`src/rtl/brbc_pkg.sv`:
```
// Shared types and codes for the chunked byte ring buffer.
`timescale 1ns / 1ps

package brbc_pkg;

    localparam int SIZE_W = 13;
    localparam int BYTE_W = 8;

    typedef enum logic [1:0] {
        OP_WRITE = 2'd0,
        OP_PEEK  = 2'd1,
        OP_READ  = 2'd2,
        OP_NONE  = 2'd3
    } brbc_op_e;

    typedef enum logic [1:0] {
        ST_OK      = 2'd0,
        ST_FAIL    = 2'd1,
        ST_TOOLONG = 2'd2,
        ST_UNUSED  = 2'd3
    } brbc_status_e;

    typedef struct packed {
        brbc_op_e            operation;
        logic [SIZE_W-1:0]   request_size;
        logic [BYTE_W-1:0]   data_in;
        logic                chunk_start;
    } brbc_req_t;

    typedef struct packed {
        logic [BYTE_W-1:0]   data_out;
        logic                has_data;
        brbc_status_e        status;
        logic                last;
        logic [SIZE_W-1:0]   fill_level;
        logic [SIZE_W-1:0]   free_space;
    } brbc_rsp_t;

    // Everything of a result except the byte, which joins from the store.
    typedef struct packed {
        logic                has_data;
        brbc_status_e        status;
        logic                last;
        logic [SIZE_W-1:0]   fill_level;
        logic [SIZE_W-1:0]   free_space;
    } brbc_meta_t;

endpackage

```
`src/rtl/brbc_ctrl.sv`:
```
// Pointer, count and chunk bookkeeping; sequences byte reads from the store.
`timescale 1ns / 1ps

module brbc_ctrl
    import brbc_pkg::*;
#(
    parameter int DEPTH    = 4096,
    parameter int MAX_READ = 64,
    parameter int PW       = 12,
    parameter int CW       = 13,
    parameter int LW       = 7
)
(
    input  logic              clk,
    input  logic              rst_n,
    input  logic              req_valid,
    output logic              req_stall,
    input  brbc_req_t         req,
    input  logic              room,
    output logic [PW-1:0]     mem_addr,
    output logic              mem_we,
    output logic [BYTE_W-1:0] mem_wdata,
    output logic              issue,
    output brbc_meta_t        meta
);

    localparam int W = (CW > SIZE_W) ? CW : SIZE_W;

    typedef enum logic {
        S_IDLE,
        S_STREAM
    } state_t;

    state_t            state_reg, state_next;
    logic [PW-1:0]     rp_reg, rp_next;
    logic [PW-1:0]     wp_reg, wp_next;
    logic [CW-1:0]     cnt_reg, cnt_next;
    logic [SIZE_W-1:0] chunk_left_reg, chunk_left_next;
    logic              chunk_ok_reg, chunk_ok_next;
    logic [PW-1:0]     addr_reg, addr_next;
    logic [LW-1:0]     left_reg, left_next;
    logic [SIZE_W-1:0] fill_reg, fill_next;
    logic [SIZE_W-1:0] free_reg, free_next;

    logic              accept;
    logic [W-1:0]      size_w;
    logic [W-1:0]      space_w;
    logic [W-1:0]      fill_w;
    logic [W-1:0]      free_w;
    logic [SIZE_W-1:0] left_v;
    logic              ok_v;
    logic [PW:0]       rp_sum;

    function automatic logic [PW-1:0] ptr_inc(input logic [PW-1:0] p);
        logic [PW-1:0] r;
        if (p == PW'(DEPTH - 1))
        begin
            r = '0;
        end
        else
        begin
            r = p + PW'(1);
        end
        return r;
    endfunction

    assign req_stall = (state_reg == S_STREAM) || !room;
    assign accept    = req_valid && !req_stall;
    assign size_w    = W'(req.request_size);
    assign space_w   = W'(DEPTH) - W'(cnt_reg);
    assign rp_sum    = {1'b0, rp_reg} + (PW+1)'(req.request_size);

    always_comb
    begin
        state_next      = state_reg;
        rp_next         = rp_reg;
        wp_next         = wp_reg;
        cnt_next        = cnt_reg;
        chunk_left_next = chunk_left_reg;
        chunk_ok_next   = chunk_ok_reg;
        addr_next       = addr_reg;
        left_next       = left_reg;
        mem_addr        = addr_reg;
        mem_we          = 1'b0;
        mem_wdata       = req.data_in;
        issue           = 1'b0;
        meta            = '0;
        left_v          = chunk_left_reg;
        ok_v            = chunk_ok_reg;

        unique case (state_reg)
            S_IDLE:
            begin
                if (accept)
                begin
                    unique case (req.operation)
                        OP_WRITE:
                        begin
                            issue = 1'b1;
                            if (req.chunk_start && (req.request_size == '0))
                            begin
                                chunk_left_next = '0;
                                chunk_ok_next   = 1'b0;
                                meta.status     = ST_FAIL;
                                meta.last       = 1'b1;
                            end
                            else if (!req.chunk_start && (chunk_left_reg == '0))
                            begin
                                meta.status = ST_FAIL;
                                meta.last   = 1'b1;
                            end
                            else
                            begin
                                if (req.chunk_start)
                                begin
                                    left_v = req.request_size;
                                    ok_v   = (size_w <= space_w);
                                end
                                if (ok_v && (cnt_reg < CW'(DEPTH)))
                                begin
                                    mem_we   = 1'b1;
                                    mem_addr = wp_reg;
                                    wp_next  = ptr_inc(wp_reg);
                                    cnt_next = cnt_reg + CW'(1);
                                end
                                left_v = left_v - SIZE_W'(1);
                                if (left_v == '0)
                                begin
                                    meta.last   = 1'b1;
                                    meta.status = ok_v ? ST_OK : ST_FAIL;
                                    ok_v        = 1'b0;
                                end
                                chunk_left_next = left_v;
                                chunk_ok_next   = ok_v;
                            end
                        end
                        OP_PEEK, OP_READ:
                        begin
                            issue     = 1'b1;
                            meta.last = 1'b1;
                            if (req.request_size > SIZE_W'(MAX_READ))
                            begin
                                meta.status = ST_TOOLONG;
                            end
                            else if (size_w > W'(cnt_reg))
                            begin
                                meta.status = ST_FAIL;
                            end
                            else if (req.request_size != '0)
                            begin
                                // first byte goes out now, the rest stream
                                meta.has_data = 1'b1;
                                mem_addr      = rp_reg;
                                if (req.operation == OP_READ)
                                begin
                                    cnt_next = cnt_reg - CW'(req.request_size);
                                    rp_next  = (rp_sum >= (PW+1)'(DEPTH))
                                             ? PW'(rp_sum - (PW+1)'(DEPTH))
                                             : PW'(rp_sum);
                                end
                                if (req.request_size != SIZE_W'(1))
                                begin
                                    meta.last  = 1'b0;
                                    state_next = S_STREAM;
                                    addr_next  = ptr_inc(rp_reg);
                                    left_next  = LW'(req.request_size - SIZE_W'(1));
                                end
                            end
                        end
                        default:
                        begin
                            issue = 1'b0;
                        end
                    endcase
                end
                fill_w          = W'(cnt_next);
                free_w          = W'(DEPTH) - fill_w;
                meta.fill_level = fill_w[SIZE_W-1:0];
                meta.free_space = free_w[SIZE_W-1:0];
            end
            S_STREAM:
            begin
                fill_w          = W'(cnt_reg);
                free_w          = W'(DEPTH) - fill_w;
                meta.fill_level = fill_reg;
                meta.free_space = free_reg;
                if (room)
                begin
                    issue         = 1'b1;
                    meta.has_data = 1'b1;
                    meta.last     = (left_reg == LW'(1));
                    addr_next     = ptr_inc(addr_reg);
                    left_next     = left_reg - LW'(1);
                    if (left_reg == LW'(1))
                    begin
                        state_next = S_IDLE;
                    end
                end
            end
            default:
            begin
                fill_w     = '0;
                free_w     = '0;
                state_next = S_IDLE;
            end
        endcase
    end

    assign fill_next = (state_reg == S_IDLE) ? meta.fill_level : fill_reg;
    assign free_next = (state_reg == S_IDLE) ? meta.free_space : free_reg;

    always_ff @(posedge clk or negedge rst_n)
    begin
        if (!rst_n)
        begin
            state_reg      <= S_IDLE;
            rp_reg         <= '0;
            wp_reg         <= '0;
            cnt_reg        <= '0;
            chunk_left_reg <= '0;
            chunk_ok_reg   <= 1'b0;
            addr_reg       <= '0;
            left_reg       <= '0;
            fill_reg       <= '0;
            free_reg       <= '0;
        end
        else
        begin
            state_reg      <= state_next;
            rp_reg         <= rp_next;
            wp_reg         <= wp_next;
            cnt_reg        <= cnt_next;
            chunk_left_reg <= chunk_left_next;
            chunk_ok_reg   <= chunk_ok_next;
            addr_reg       <= addr_next;
            left_reg       <= left_next;
            fill_reg       <= fill_next;
            free_reg       <= free_next;
        end
    end

endmodule

```
`config.mk`:
```
export PLATFORM = sky130hd
export DESIGN_NAME = brbc_ctrl
export DESIGN_NICKNAME = d
export VERILOG_FILES = /design/src/rtl/brbc_pkg.sv /design/src/rtl/brbc_ctrl.sv
export SDC_FILE = /design/constraint.sdc
export NUM_CORES = 1
export LEC_CHECK = 0
export BUFFER_PORTS_ARGS = -buffer_cell sky130_fd_sc_hd__buf_4
export CORE_MARGIN = 3
export CORE_UTILIZATION = 55
export CTS_CLUSTER_SIZE = 40
export DETAILED_ROUTE_END_ITERATION = 12
export PLACE_DENSITY = 0.74
export SLEW_MARGIN = 25
export SYNTH_ARGS = -nofsm -noshare
export SYNTH_HDL_FRONTEND = slang
export SYNTH_SLANG_ARGS = --single-unit
```
`constraint.sdc`:
```
create_clock -name clk -period 5.5 [get_ports clk]
set_clock_uncertainty 0.05 [all_clocks]
set_input_delay 1.1 -clock clk [delete_from_list [all_inputs] [get_ports clk]]
set_output_delay 1.1 -clock clk [all_outputs]
set_load 0.005 [all_outputs]
```
==> results.yml, run 1 <==
worst_setup_path:
  worstSetupStartpointType: "flip-flop"
  ff2ff_path_depth: 23
  crit_start: "cnt_reg[0]"
  r2r_slack_ns: 0.66
  crit_required_ns: 4.35
  crit_fanout: 5
  critPathArrivalTime_ns: 4.81
  setup.worst_path.end: "meta[4]"
  r2r-end: "free_reg[9]"
  crit_top_cell: "buf_4"
  r2r-start: "cnt_reg[0]"
  path_depth: 23
  crit_chain: "inv_2, ha_4, nand3_4, nor4_4, nand2_1, xnor2_1, ha_1, nand4_1, or2_4, a2bb2oi_2, a211oi_2, nand2_4, a21o_1, a222oi_1, buf_4, ha_4, inv_4, buf_4, buf_6, nor3_4, xor2_1, o21ai_1, buf_4"
  slowest_stage: "dfrtp_2"
  cp-end-kind: "primary output"
  slowest_delay_ns: 0.44
  cp_num_buf_inv: 6
  cp_top_family: "simple AND/OR/NAND/NOR gates"
  critPathKind: "reg2out"
die:
  io_pins: 81
  coreArea_um2: 14700
  die_h_um: 129
  start_util_pct: 56.8
  row_count: 44
  die_area_um2: 16700
  die_w_um: 129
cells_and_area:
  diodes: 0
  drive_above_1_share_pct: 28.8
  fin_nets: 1219
  syn2layout_area_growth_pct: 26.5
  design_area_um2: 10600
  fin_cells: 1326
clock_tree:
  numCtsBuffers: 9
  cts_sinks: 97
  clock_latency_ns: 0.36
  htreeDepth: 3
  clock_path_buffers: 2
  clk_pin_slew_ns: 0.07
  cts_tree: "yes"
  root_buffer: "clkbuf_16"
min_path:
  min_from: "free_reg[6]"
  min_path_type: "reg2reg"
pwr:
  ir_worst_vdd_mv: 0.195
  leakagePower_nw: 4.84
  cellPowerDensity_nw_per_um2: 288
global_routing:
  antenna_found_initial: 0
  grt_pass1_wl_um: 40400
  grt.total_usage_pct: 30.4
  grt_pass1_vias: 7881
  grt_max_degree: 71
  overflow: 0
synth:
  yosys.area.top_type: "dfrtp_1"
  synth_edf_count: 0
  ys.flop_type: "dfrtp_1"
  yosys-top-cells-area: "dfrtp_1, ha_1, o21ai_0"
  yosys.cell_types.count: 85
  synth_cells: 981
  yosysWarnings: 0
  ys_ff_latch: 97
  syn_area_per_cell_um2: 8.50
  syn_area_um2: 8340
  ys_async_sr_fraction_pct: 100
  synth_top_area_share_pct: 29.1
  yosysSeqAreaShare_pct: 29.1
  synth.net_count: 1063
timing:
  max_clock_freq_ghz: 0.168
  setup_viol: 17
  slew_violations: 0
  timing.hold.ws_ns: 0.433
  hold_viol_final: 0
  fin_crit_sh_pct: 108
  worst_pin_slew_ns: 0.925
  layout_setup_ws_ns: -0.457
  fin_crit_ns: 5.96
  rsz0062_at_grt: "true"
  slew_headroom_pct: 37.8
drt:
  drtIter0Drc: 1011
  drt_first_pass_iters: 6
  via_count: 8319
  viasPerCell: 6.27
  drc: 0
  drt_wl_total_um: 26200
  wire_per_inst_um: 19.8
  final_antenna_net_count: 0
placed_design:
  gp_congestion: 0.941
  place_area_um2: 9630
  dp_cells: 1281
  hpwl_um: 18400
  io_buffers: 64
status:
  violations: "setup timing"
  status: "finished, violations left"
job:
  cap_viol_max_count: 0
[layout make-up]
class / instances / area, µm²
clock inverter: 5 / 63.8
inverter: 46 / 175
clock buffer: 11 / 253
tap: 184 / 230
sequential: 97 / 2430
multi-input combinational: 775 / 5790
timing repair buffer: 208 / 1610
fill: 1102 / 4150
[worst reg2reg max path: cells and delay by family (launching register included)]
family	cells	cell delay, ns
AOI/OAI and AO/OA	3	0.68
DFF	1	0.44
adders and majority gates	2	0.45
and+or+nand+nor	10	2.08
xor gates and xnor gates	2	0.30
buffers and inverters	6	0.76
[Yosys cell counts (6+ instances only)]
master / instances
a22o_1: 9
inv_1: 46
o221ai_1: 14
clkbuf_1: 32
or3_1: 6
o22ai_1: 8
nor3_1: 25
nand2_1: 100
a21oi_1: 42
nand4_1: 17
nor2_1: 64
buf_4: 12
nand2b_1: 11
a211oi_1: 6
a22oi_1: 13
mux2i_1: 30
nor4_1: 12
o21ai_0: 78
o21a_1: 11
and3_1: 14
nand3_1: 33
ha_1: 52
xnor2_1: 43
a31oi_1: 10
nor2b_1: 6
buf_2: 8
dfrtp_1: 97
a21o_1: 16
xor2_1: 30
mux2_2: 25
[cell families (layout without fill, tap and decap cells)]
logic type,count (synthesis),count (layout),share of synthesized area (%)
muxes,55,55,6.97
and+or+nand+nor,331,331,20.6
adders and majority gates,54,54,8.28
AOI/OAI and AO/OA,262,262,21.0
DFF,97,97,29.1
xor gates and xnor gates,73,73,7.66
buffers and inverters,109,270,6.42
[cell usage in the layout, fill, tap and decap left out, types with 6 or more instances in the layout]
| master | count |
|---|---|
| or3_1 | 6 |
| and3_1 | 14 |
| a31oi_1 | 9 |
| a22oi_1 | 13 |
| inv_1 | 43 |
| clkbuf_16 | 9 |
| ha_1 | 50 |
| nor2_1 | 61 |
| a211oi_1 | 6 |
| xnor2_1 | 38 |
| buf_4 | 198 |
| a21oi_1 | 40 |
| nand2_1 | 97 |
| nor4_4 | 6 |
| mux2i_1 | 29 |
| nor3_1 | 19 |
| nor4_1 | 9 |
| xor2_1 | 29 |
| nand2b_1 | 9 |
| mux2_2 | 23 |
| o21ai_0 | 65 |
| o21ai_1 | 11 |
| nand3_1 | 30 |
| a22o_1 | 9 |
| o221ai_1 | 13 |
| buf_6 | 9 |
| a21o_1 | 16 |
| o22ai_1 | 7 |
| dfrtp_1 | 95 |
| nand4_1 | 17 |
| o21a_1 | 11 |
[routing by layer]
| metal | vias up | part of all wire (%) | track usage, % |
|---|---|---|---|
| met5 | - | 0 | 0 |
| met4 | 0 | 3.6 | 10.9 |
| met3 | 84 | 6.9 | 5.23 |
| met2 | 396 | 48 | 51.2 |
| met1 | 3956 | 41 | 39.5 |
| li1 | 3883 | - | - |
[metrics by stage]
stage / setup TNS (ns) / setup WS (ns) / total power, mW / utilization, %
4_1_cts: -2.66 / -0.312 / 2.89 / 70.2
6_report: -4.57 / -0.457 / 3.04 / 71.8
5_1_grt: -7.29 / -0.608 / 3.19 / 71.8
2_1_floorplan: 0 / 0.0290 / 1.55 / -
3_3_place_gp: -0.237 / -0.129 / 2.01 / 65.5
3_5_place_dp: -0.847 / -0.274 / 2.04 / 65.5
[worst min-delay path by stage]
stage	to	slack (ns)	cells after the start
after floorplan	free_reg[10]	0.39	2
after global placement	free_reg[2]	0.41	2
after detailed placement	free_reg[6]	0.41	2
after CTS	free_reg[6]	0.43	2
after global routing	free_reg[6]	0.46	2
final	free_reg[6]	0.43	2
[power by group]
| group | total (mW) | internal [mW] | switching [mW] |
|---|---|---|---|
| clock network | 0.681 | 0.380 | 0.300 |
| logic | 1.48 | 0.756 | 0.722 |
| registers | 0.880 | 0.804 | 0.0754 |
| total | 3.04 | 1.94 | 1.10 |
[what timing repair did]
item                       4_1_cts  5_1_grt
hold buffers                     0        0
setup buffers                   22        9
pin swaps                       29       18
setup endpoints to repair       22       23
resized for setup               52       29
Note: power is estimated with default switching activity, not from simulation.
==> inputs of run 2 (changes only) <==
Settings changed: BUFFER_PORTS_ARGS -buffer_cell sky130_fd_sc_hd__buf_4 to not set, CORE_UTILIZATION 55 to 59, DONT_BUFFER_PORTS set to 1.
==> results.yml, run 2 (synthesis results as in run 1) <==
worst_setup_path:
  ff2ff_path_depth: 21
  r2r_slack_ns: 1.00
  critPathKind: "reg2out"
  crit_chain: "inv_2, ha_4, nand3_4, nor4_4, nand2_1, xor2_1, ha_1, nand4_1, or2_4, a2bb2oi_4, a211oi_4, nand2_4, buf_4, buf_6, or4_1, nand4_1, nor3_2, nand4bb_1, and4b_1, nor3_2"
  slowest_stage: "or4_1"
  critPathArrivalTime_ns: 4.60
  slowest_delay_ns: 0.50
  worstSetupStartpointType: "flip-flop"
  crit_fanout: 8
  r2r-end: "free_reg[9]"
  r2r-start: "cnt_reg[0]"
  cp-end-kind: "primary output"
  crit_required_ns: 4.35
placed_design:
  io_buffers: 0
  gp_congestion: 0.948
  dp_cells: 1158
  hpwl_um: 17600
  dp_slack_ns: -0.105
clock_tree:
  cts_sinks: 97
  clock_path_buffers: 2
  clk_pin_slew_ns: 0.07
  clock_latency_ns: 0.36
  root_buffer: "clkbuf_16"
  htreeDepth: 3
  numCtsBuffers: 9
  cts_tree: "yes"
status:
  status: "finished, violations left"
  violations: "setup timing"
cells_and_area:
  fin_cells: 1199
  syn2layout_area_growth_pct: 14.1
  fin_nets: 1101
  post-route-util_pct: 70.2
  drive_above_1_share_pct: 20.0
  final_common_cell: "nand2_1"
  fillers: 1049
  diodes: 0
  final_cell_mix: "nand2_1, dfrtp_1, buf_4, o21ai_0, nor2_1"
timing:
  slew_headroom_pct: 33.1
  rsz0062_at_grt: "true"
  fin_crit_ns: 5.75
  setup_viol: 12
  worst_pin_slew_ns: 0.994
  max_clock_freq_ghz: 0.174
  layout_setup_ws_ns: -0.251
  fin_crit_sh_pct: 105
  hold_viol_final: 0
  slew_violations: 0
pwr:
  switching_power_uw: 988
  ir_worst_vdd_mv: 0.237
  share_comb_of_total_power_pct: 44.4
  leakagePower_nw: 4.20
  clkPwrFrac_pct: 22.9
  cellPowerDensity_nw_per_um2: 283
  internal_power_mw: 1.71
  p_sw_share_pct: 36.6
  seq_power_share_pct: 32.8
  p_total_mw: 2.70
drt:
  drt_first_pass_iters: 5
  drc: 0
  final_antenna_net_count: 0
  wire_per_inst_um: 20.6
  drt_wl_total_um: 24700
  via_count: 7896
  viasPerCell: 6.59
  drtIter0Drc: 818
job:
  cap_viol_max_count: 0
die:
  die_h_um: 125
  die_area_um2: 15600
  coreArea_um2: 13600
  die_w_um: 125
  start_util_pct: 61.5
  row_count: 42
  io_pins: 81
global_routing:
  overflow: 0
  grt_pass1_vias: 7467
  grt_pass1_wl_um: 39400
  grt_max_degree: 98
  grt.total_usage_pct: 30.9
  antenna_found_initial: 0
min_path:
  min_path_type: "in2async"
-- run 2: cell types whose count changed in the layout (fill, tap and decap cells not counted), sizes merged --
| cell | before | now |
|---|---|---|
| clkinv | 3 | 1 |
| buf | 208 | 90 |
| inv | 46 | 47 |
| bufinv | 1 | 0 |
| clkinvlp | 1 | 2 |
-- run 2: layer usage --
metal  GRT usage (%)  vias to the layer above  part of all wire (%)
li1                -                     3643                     -
met1            40.9                     3761                    41
met2            50.1                      397                    47
met3            5.40                       95                   7.2
met4            13.3                        0                   4.3
met5               0                        -                     0
-- run 2: power by group through the flow --
stage	Clock (mW)	Combinational [mW]	Sequential, mW
final	0.617	1.20	0.883
after global routing	0.650	1.31	0.892
after CTS	0.623	1.03	0.878
after detailed placement	0	0.930	0.890
after global placement	0	0.912	0.887
after floorplan	0	0.686	0.867
-- run 2: layout make-up --
cell class | count | area [µm²] | share of cell area (%)
Multi-Input combinational cell | 775 | 5710 | 60.0
Sequential cell | 97 | 2430 | 25.5
Timing Repair Buffer | 90 | 717 | 7.53
Clock buffer | 11 | 243 | 2.55
Tap cell | 176 | 220 | 2.31
Inverter | 46 | 173 | 1.81
Clock inverter | 4 | 28.8 | 0.302
-- run 2: worst max path at each step --
stage / from / cells after the start / slack, ns / endpoint
final: cnt_reg[0] / 20 / -0.25 / meta[12]
after CTS: cnt_reg[0] / 20 / -0.16 / meta[12]
after global routing: cnt_reg[0] / 20 / -0.51 / meta[10]
after floorplan: cnt_reg[1] / 21 / 0.03 / meta[12]
after detailed placement: cnt_reg[1] / 20 / -0.10 / meta[10]
after global placement: cnt_reg[1] / 20 / 0.01 / meta[10]
-- run 2: critical path: cells and delay by family, from the launching register on --
kind | cells | cell delay, ns
adders and majority gates | 2 | 0.46
DFF | 1 | 0.43
AOI/OAI and AO/OA | 2 | 0.47
xor gates and xnor gates | 1 | 0.15
buffers and inverters | 3 | 0.38
and+or+nand+nor | 12 | 2.33
-- run 2: repair_timing --
item / in CTS / in global routing
setup endpoints to repair: 19 / 21
pin swaps: 27 / 28
resized for setup: 33 / 39
buffers inserted: 10 / 19
hold buffers: 0 / 0
-- run 2: through the flow --
step	setup TNS (ns)	hold slack (ns)	instance area, µm²
finish	-1.91	0.386	9520
global route	-4.86	0.371	9520
CTS	-0.465	0.373	9210
detailed placement	-0.276	0.414	8750
global placement	0	0.406	8750
floorplan	0	0.393	8410
